`src/rtl/s2l_pkg.sv`:
```
// ----------------------------------------------------------------------------
// s2l_pkg
// Shared types, constants and the gamma expansion table for the sRGB to
// CIELAB converter.
// ----------------------------------------------------------------------------
`default_nettype none

package s2l_pkg;

    localparam int OUT_FRAC_BITS = 8;
    localparam int RND_SH        = 16 - OUT_FRAC_BITS;

    localparam int LIN_W = 17;   // Q16 linear light, 0..65536
    localparam int SUM_W = 30;   // matrix row sums
    localparam int X10_W = 33;   // ten times a row sum
    localparam int V_W   = 17;   // normalized tristimulus, Q16
    localparam int F_W   = 17;   // curve output, Q16
    localparam int AC_W  = 28;   // L, a, b before rounding

    // pipeline depth of each part
    localparam int XYZ_STG = 5;
    localparam int CRV_STG = 19;
    localparam int OUT_STG = 2;
    localparam int TOT_STG = XYZ_STG + CRV_STG + OUT_STG;

    // sRGB to XYZ matrix, scaled by 10000
    localparam logic [13:0] M_XR = 14'd4124;
    localparam logic [13:0] M_XG = 14'd3576;
    localparam logic [13:0] M_XB = 14'd1805;
    localparam logic [13:0] M_YR = 14'd2126;
    localparam logic [13:0] M_YG = 14'd7152;
    localparam logic [13:0] M_YB = 14'd722;
    localparam logic [13:0] M_ZR = 14'd193;
    localparam logic [13:0] M_ZG = 14'd1192;
    localparam logic [13:0] M_ZB = 14'd9505;

    // white point divisors and their floor reciprocals
    localparam logic [16:0] DIV_X = 17'd95047;
    localparam logic [13:0] DIV_Y = 14'd10000;
    localparam logic [16:0] DIV_Z = 17'd108883;
    localparam int          SH_XZ = 33;
    localparam int          SH_Y  = 31;
    localparam logic [16:0] RCP_X = 17'((64'd1 << SH_XZ) / 64'd95047);
    localparam logic [17:0] RCP_Y = 18'((64'd1 << SH_Y) / 64'd10000);
    localparam logic [16:0] RCP_Z = 17'((64'd1 << SH_XZ) / 64'd108883);

    // curve: linear segment at or below the threshold, reciprocal of 1000 rounded up
    localparam logic [V_W-1:0] CUBE_MIN = V_W'((64'd8856 * 64'd65536) / 64'd1000000);
    localparam logic [12:0]    LIN_SLOPE = 13'd7787;
    localparam int             SH_K = 33;
    localparam logic [23:0]    RCP_K = 24'(((64'd1 << SH_K) + 64'd999) / 64'd1000);
    localparam logic [F_W-1:0] LIN_OFS = F_W'(9039);

    localparam logic signed [AC_W-1:0] L_MUL = AC_W'(116);
    localparam logic signed [AC_W-1:0] L_OFS = AC_W'(16 * 65536);
    localparam logic signed [AC_W-1:0] A_MUL = AC_W'(500);
    localparam logic signed [AC_W-1:0] B_MUL = AC_W'(200);
    localparam logic signed [AC_W-1:0] RND_HALF = AC_W'(1) <<< (RND_SH - 1);

    typedef logic [255:0][LIN_W-1:0] t_lin_tab;

    // gamma expansion of every code, evaluated at elaboration only
    function automatic t_lin_tab build_lin_tab();
        t_lin_tab tab;
        longint unsigned c;
        longint unsigned t;
        longint unsigned t2;
        longint unsigned lo;
        longint unsigned hi;
        longint unsigned mid;
        longint unsigned lin;
        for (int i = 0; i < 256; i++) begin
            c = longint'(i);
            if (c * 100000 <= 4045 * 255) begin
                lin = (c * 655360) / 32946;
            end else begin
                t  = ((1000 * c + 14025) * 65536) / 269025;
                t2 = (t * t) >> 16;
                lo = 0;
                hi = 4096;
                while (lo < hi) begin
                    mid = (lo + hi + 1) >> 1;
                    if (mid * mid * mid * mid * mid <= (t2 << 44)) lo = mid;
                    else hi = mid - 1;
                end
                lin = (t2 * lo) >> 12;
            end
            tab[i] = LIN_W'(lin);
        end
        return tab;
    endfunction

    localparam t_lin_tab LIN_TAB = build_lin_tab();

endpackage

`default_nettype wire

```
`src/rtl/s2l_curve.sv`:
```
// ----------------------------------------------------------------------------
// s2l_curve
// CIELAB f() curve: linear segment or a bit-serial pipelined cube root,
// one result bit per stage, nineteen stages in all.
// ----------------------------------------------------------------------------
`default_nettype none

module s2l_curve (
    input  wire logic                      i_clk,
    input  wire logic                      i_en,
    input  wire logic [s2l_pkg::V_W-1:0]   i_v,
    output logic [s2l_pkg::F_W-1:0]        o_f
);

    localparam int VW = s2l_pkg::V_W;
    localparam int FW = s2l_pkg::F_W;
    localparam int NB = FW;
    localparam int W2 = 35;
    localparam int W3 = 54;

    logic [VW-1:0] r_va;
    logic          r_cube_a;
    logic [22:0]   r_p;
    logic [46:0]   n_pk;

    logic [VW-1:0] r_v    [0:NB];
    logic          r_cube [0:NB];
    logic [FW-1:0] r_lin  [0:NB];
    logic [FW-1:0] r_w    [0:NB];
    logic [W2-1:0] r_w2   [0:NB];
    logic [W3-1:0] r_w3   [0:NB];

    assign n_pk = 47'(r_p) * 47'(s2l_pkg::RCP_K);

    always_ff @(posedge i_clk) begin
        if (i_en) begin
            r_va     <= i_v;
            r_cube_a <= i_v > s2l_pkg::CUBE_MIN;
            r_p      <= 23'(i_v[9:0]) * 23'(s2l_pkg::LIN_SLOPE);

            r_v[0]    <= r_va;
            r_cube[0] <= r_cube_a;
            r_lin[0]  <= FW'(n_pk >> s2l_pkg::SH_K) + s2l_pkg::LIN_OFS;
            r_w[0]    <= '0;
            r_w2[0]   <= '0;
            r_w3[0]   <= '0;
        end
    end

    for (genvar gi = 0; gi < NB; gi++) begin : g_root
        localparam int K = NB - 1 - gi;

        logic [W3-1:0] t1, t2, cand, target;
        logic          keep;

        always_comb begin
            t1     = W3'(r_w[gi]) << (2 * K);
            t2     = W3'(r_w2[gi]) << K;
            cand   = r_w3[gi] + t2 + (t2 << 1) + t1 + (t1 << 1) + (W3'(1) << (3 * K));
            target = W3'({r_v[gi], 32'b0});
            keep   = cand <= target;
        end

        always_ff @(posedge i_clk) begin
            if (i_en) begin
                r_v[gi+1]    <= r_v[gi];
                r_cube[gi+1] <= r_cube[gi];
                r_lin[gi+1]  <= r_lin[gi];
                if (keep) begin
                    r_w[gi+1]  <= r_w[gi] | (FW'(1) << K);
                    r_w2[gi+1] <= r_w2[gi] + (W2'(r_w[gi]) << (K + 1)) + (W2'(1) << (2 * K));
                    r_w3[gi+1] <= cand;
                end else begin
                    r_w[gi+1]  <= r_w[gi];
                    r_w2[gi+1] <= r_w2[gi];
                    r_w3[gi+1] <= r_w3[gi];
                end
            end
        end
    end

    assign o_f = r_cube[NB] ? r_w[NB] : r_lin[NB];

endmodule

`default_nettype wire
```
`config.mk`:
```
export PLATFORM = sky130hd
export DESIGN_NAME = s2l_curve
export DESIGN_NICKNAME = d
export VERILOG_FILES = /design/src/rtl/s2l_pkg.sv /design/src/rtl/s2l_curve.sv
export SDC_FILE = /design/constraint.sdc
export NUM_CORES = 2
export LEC_CHECK = 0
export ABC_AREA = 1
export BUFFER_PORTS_ARGS = -buffer_cell sky130_fd_sc_hd__buf_2
export CORE_MARGIN = 2
export CORE_UTILIZATION = 30
export DETAILED_ROUTE_END_ITERATION = 10
export PLACE_DENSITY = 0.45
export SYNTH_ARGS = -nofsm -noshare
export SYNTH_HDL_FRONTEND = slang
export SYNTH_SLANG_ARGS = --single-unit
```
`constraint.sdc`:
```
create_clock -name i_clk -period 15.9 [get_ports i_clk]
set_clock_uncertainty 0.1 [all_clocks]
set_input_delay 0 -clock i_clk [delete_from_list [all_inputs] [get_ports i_clk]]
set_output_delay 0 -clock i_clk [all_outputs]
set_load 0.03 [all_outputs]
```
### After elaboration in Yosys (flattened, before gate mapping)

Memory sizes are Yosys's and may differ from the RTL's.
Index checks and enable logic that the tools add are counted.

| storage, ports and cells | value |
|---|---|
| register bits | 41 |
| memories kept | 6 |
| logic and storage cells | 356 |
| latch bits | 0 |
| ROM bits | 0 |
| input port bits | 19 |
| output and inout port bits | 17 |
| bits in writable memories | 2538 |

Memories:

| name | words | width | read ports | clocked after memory_dff | write ports | line | text |
|---|---|---|---|---|---|---|---|
| r_w3 | 18 | 54 | 17 | 0 | 18 | s2l_curve.sv:31 | `logic [W3-1:0] r_w3 [0:NB];` |
| r_w2 | 18 | 35 | 17 | 0 | 18 | s2l_curve.sv:30 | `logic [W2-1:0] r_w2 [0:NB];` |
| r_lin | 18 | 17 | 18 | 0 | 18 | s2l_curve.sv:28 | `logic [FW-1:0] r_lin [0:NB];` |
| r_v | 18 | 17 | 17 | 0 | 18 | s2l_curve.sv:26 | `logic [VW-1:0] r_v [0:NB];` |
| r_w | 18 | 17 | 18 | 0 | 18 | s2l_curve.sv:29 | `logic [FW-1:0] r_w [0:NB];` |
| r_cube | 18 | 1 | 18 | 0 | 18 | s2l_curve.sv:27 | `logic r_cube [0:NB];` |

| operators by class | value |
|---|---|
| shift operators | 0 |
| $lt $le $gt $ge | 18 |
| reductions and logical operators | 0 |
| bitwise gates (word level) | 51 |
| mux-type cells | 156 |
| eq/ne operators | 0 |
| div/mod/pow operators | 0 |
| $add $sub $neg | 120 |
| multiply operators | 2 |

Operators with widths:

| operator | number |
|---|---|
| $le A54 B49 Y1 | 17 |
| $mux W54 | 17 |
| $mux W35 | 17 |
| $mux W17 | 18 |
| $add A54 B36 Y54 | 3 |
| $add A54 B37 Y54 | 3 |
| $add A54 B38 Y54 | 3 |
| $add A54 B39 Y54 | 3 |
| $add A54 B40 Y54 | 3 |
| $add A54 B41 Y54 | 3 |
| $add A54 B42 Y54 | 3 |
| $add A54 B43 Y54 | 3 |
| $add A54 B44 Y54 | 3 |
| $add A54 B45 Y54 | 3 |
| $add A54 B46 Y54 | 3 |
| $add A54 B47 Y54 | 3 |
| $add A54 B48 Y54 | 3 |
| $add A54 B49 Y54 | 3 |
| $add A54 B50 Y54 | 3 |
| $add A54 B35 Y54 | 2 |
| $add A54 B51 Y54 | 2 |
| $mux W1 | 104 |
| $add A54 B1 Y54 const B | 1 |
| $add A54 B10 Y54 const B | 1 |
| 73 further kinds | 123 |

### Logic depth before layout (Yosys ltp)

An unclocked memory read counts as a cell.

| logic depth | value |
|---|---|
| word-level depth | 11 |
| gate-level depth with buffers | 34 |
| mapped depth without buffers | 33 |

### Worst setup path after synthesis

OpenSTA, ideal clock, no wires.

| timing | value |
|---|---|
| path type | register -> register |
| start point | register r_p[20] |
| end point | memory r_lin[0][12] (netlist name), data pin |
| arrival | 6.073 ns |
| path slack | 9.474 ns |
| required time | 15.548 ns |
| stages on the path, launching flop included | 28 |
| library setup time | 0.252 ns |
| period minus slack after synthesis | 6.426 ns |
| buffers on the path | 0 |
| path through | edfxtp_1 fa_1 inv_1 fa_1 fa_1 inv_1 fa_1 fa_1 fa_1 inv_1 fa_1 inv_1 ha_1 nand2_1 nor2_1 nand2_1 nor2_1 nand3_1 nand3_1 nand2_1 nand2_1 inv_1 nor3_1 nand2_1 nand2_1 nand2_1 nand2_1 nand2_1 |

RTL lines:

| element | line | text |
|---|---|---|
| start, declared | s2l_curve.sv:23 | `logic [22:0] r_p;` |
| start signal, assigned | s2l_curve.sv:39 | `r_p <= 23'(i_v[9:0]) * 23'(s2l_pkg::LIN_SLOPE);` |
| end, declared | s2l_curve.sv:28 |  |

==> out/qor_table.md <==
| Item | Value | Unit |
|:---|:---|:---|
| Wire length of the first global-routing pass | 477,000 | um |
| Async set-reset flop share out of synthesis | 0 | % |
| Biggest fanout along the worst timing path | 51 | - |
| Critical path required time | 16.37 | ns |
| Final cycle utilization of the critical path | 48.5 | % |
| Number of max-slew violations in the final report | 0 | - |
| Clk slew on worst S/H paths | 0.06 | ns |
| Final setup viols | 0 | - |
| Slowest stage delay, CP | 0.63 | ns |
| Total of cells resized after clock tree synthesis | 0 | - |
| Per-cell via count in the routed design | 4.60 | - |
| All-layer global routing usage | 15.4 | % |
| RR Endpoint | r_w3[5][47] | - |
| Met3 Usage GRT | 1.35 | % |
| Starting density of the core | 30.1 | % |
| Number of nets still failing antenna checks after routing | 0 | - |
| Clock root buffer | clkbuf_16 | - |
| Clk Latency, worst-skew pair | 0.88 | ns |
| Net count, final | 14,500 | - |
| Share of synthesized area occupied by flip-flops and latches | 38.0 | % |
| DRC | 0 | - |
| Number of placement rows | 228 | - |
| Cell types with the largest area share after synthesis | edfxtp_1, ha_1, fa_1 | - |
| Library cell occupying the most area in the post-synthesis netlist | edfxtp_1 | - |
| Largest net degree at the start of global routing | 181 | - |
| Number of antenna violations at the first check in global routing | 2 | - |
| Arrival @ worst endpoint | 8.18 | ns |
| Setup repair after global routing missed its margin | false | - |
| Total clock buffers created by CTS | 183 | - |
| Share of post-route cells with drive strength above 1 | 3.47 | % |
| Fraction of synthesized cell area taken by the top area cell type | 38.0 | % |
| Hold wc startpoint | i_en | - |
| Post-synthesis instance area | 116,000 | um^2 |
| Synthesized area divided by synthesized cell count | 9.51 | um^2 |
| Critical Path Source Type | register | - |
| Die Ht | 626 | um |
| Synth warn | 0 | - |
| Total number of vias | 80,500 | - |
| Measured slew at the worst slew-check pin | 0.960 | ns |
| 1st-pass router iterations | 5 | - |
| Mapped Nets | 14,400 | - |
| Min-Delay Path Depth | 2 | - |
| Filler cell count in the final layout | 39,900 | - |
| Area Growth Syn to Fin | 10.7 | % |
| Category of the worst setup path capture point | register | - |
| Global-route track usage on met2 | 28.0 | % |
| TritonCTS clock tree | done | - |
| Area of the core region | 385,000 | um^2 |
| Overflow left after global routing | 0 | - |
| Syn Inst Count | 12,200 | - |
| Max frequency | 130 | MHz |
| Post-layout min period | 7.71 | ns |
| Worst Hold End | r_p[17] | - |
| Overall die width | 626 | um |
| Most used flip-flop cell after synthesis | edfxtp_1 | - |
| Count of boundary I/O pins | 36 | - |
| Worst-case reg-to-reg path depth | 27 | - |
| Slowest CP cell | nand2_1 | - |
| Run status | finished, final reports clean | - |
| Number of flops mapped to enable cells by yosys | 1,468 | - |
| Minimum setup slack among reg-to-reg paths | 8.19 | ns |
| Final Hold Violating Endpoints | 0 | - |
| Depth of the CTS H-tree | 4 | - |
| Longest Clk Path Bufs | 4 | - |
| Overall routed net length | 303,000 | um |
| Worst hold-check path type | in -> reg | - |
| Register bit total from synthesis | 1,468 | - |
| Area of the die | 392,000 | um^2 |
| Met1 Usage GRT | 19.1 | % |
| Most repeated cell in the gate-level netlist after synthesis | nand2_1 | - |
| Leading post-synthesis cells by instance count | nand2_1, inv_1, ha_1 | - |
| Vias in the first global route | 84,400 | - |
| CTS sink count | 1,468 | - |
| Busiest grt layer | met2 | - |
| Gpl congestion | 0.897 | - |
| Setup_tns | 0 | ns |
| Final HPWL DP | 245,000 | um |
| Number of violations reported at the end of detailed-routing iteration 0 | 3,844 | - |
| Quantity of I/O buffers inserted on ports | 35 | - |
| Count of different cell masters after synthesis | 56 | - |
| Beginning of the worst register-to-register path | r_w[9][12] | - |
| # Max-Cap Violations | 0 | - |
| Type of the worst setup path | reg -> reg | - |
| WL/cell | 17.3 | um |
| Headroom to the max-slew limit | 36.0 | % |
[cell type report]
class | instances | area [um^2] | area share (%)
multi-input cells | 8913 | 64900 | 50.6
flip-flops and latches | 1468 | 44100 | 34.3
well taps | 5060 | 6330 | 4.93
inverters | 1590 | 5970 | 4.65
clock buffers | 213 | 4760 | 3.70
clock inverters | 118 | 1350 | 1.05
repair buffers | 121 | 988 | 0.770
diodes | 1 | 2.50 | 0.00195
[layer usage]
layer / vias up / wire (um)
met4: 0 / 10600
met1: 38100 / 132000
met2: 1009 / 154000
met5: - / 0
li1: 40900 / -
met3: 465 / 6850
[worst max-delay path: cells and delay by family, from the launching register on]
family | cells | cell delay [ns]
fa+ha+maj | 5 | 2.30
simple gates | 8 | 1.61
compound gates | 7 | 1.55
buf+inv | 6 | 1.14
flops | 1 | 0.48
xor+xnor | 1 | 0.18
[cells in the final DEF (no fill, tap or decap), types with 83 or more instances in the layout]
master	netlist	routed
clkbuf_16	0	186
inv_1	1579	1579
nand3_1	910	910
fa_1	676	676
nor3_1	83	83
nor2_1	704	704
nand4_1	109	109
a21oi_1	625	625
xnor2_1	235	235
edfxtp_1	1468	1468
xor2_1	323	323
ha_1	1535	1535
o21ai_0	269	269
nand2_1	3013	3010
[per-stage QoR]
stage	utilization, %	hold slack (ns)	setup WS, ns	instances	cell area (um^2)
6_report	33.3	0.156	8.19	17500	128000
5_1_grt	33.3	0.140	7.66	17500	128000
4_1_cts	33.3	0.121	8.05	17500	128000
3_5_place_dp	31.7	0.0942	8.07	17100	122000
3_3_place_gp	31.7	0.0943	8.13	17100	122000
2_1_floorplan	-	-0.00113	9.47	12200	116000
[logic make-up (layout without fill, tap and decap cells)]
logic type	Yosys count	after routing	share of synthesized area (%)
and+or+nand+nor	4926	4926	17.5
adders and majority gates	2211	2211	28.2
buffers and inverters	1808	2042	6.05
DFF	1468	1468	38.0
AOI/OAI and AO/OA	1203	1203	5.80
xor gates and xnor gates	558	558	4.21
muxes	15	15	0.146
other	0	1	0
[flip-flops by register name, indices dropped and copies added (netlist names)]
| name | cells |
|---|---|
| r_va | 17 |
| r_lin | 270 |
| r_cube | 18 |
| r_w3 | 441 |
| r_cube_a | 1 |
| r_v | 289 |
| r_p | 22 |
| r_w2 | 257 |
| r_w | 153 |
[repair_timing]
action                    CTS  global route
hold buffers               36             0
buffers inserted            0             0
hold endpoints to repair  279             0
[how the worst max path moves through the flow]
stage               start            to  slack (ns)  depth (start not counted)
4_1_cts        r_w[9][12]   r_w3[5][47]        8.05                         27
3_5_place_dp   r_w[9][12]   r_w3[5][47]        8.07                         27
6_report       r_w[9][12]   r_w3[5][47]        8.19                         27
3_3_place_gp   r_w[9][12]   r_w3[5][44]        8.13                         27
2_1_floorplan     r_p[20]  r_lin[0][12]        9.47                         27
5_1_grt        r_w[9][12]   r_w3[5][51]        7.66                         27
Power is left out: the tool's default activity adds up to more than one toggle a clock period on the data nets, which glitch-free logic cannot reach.
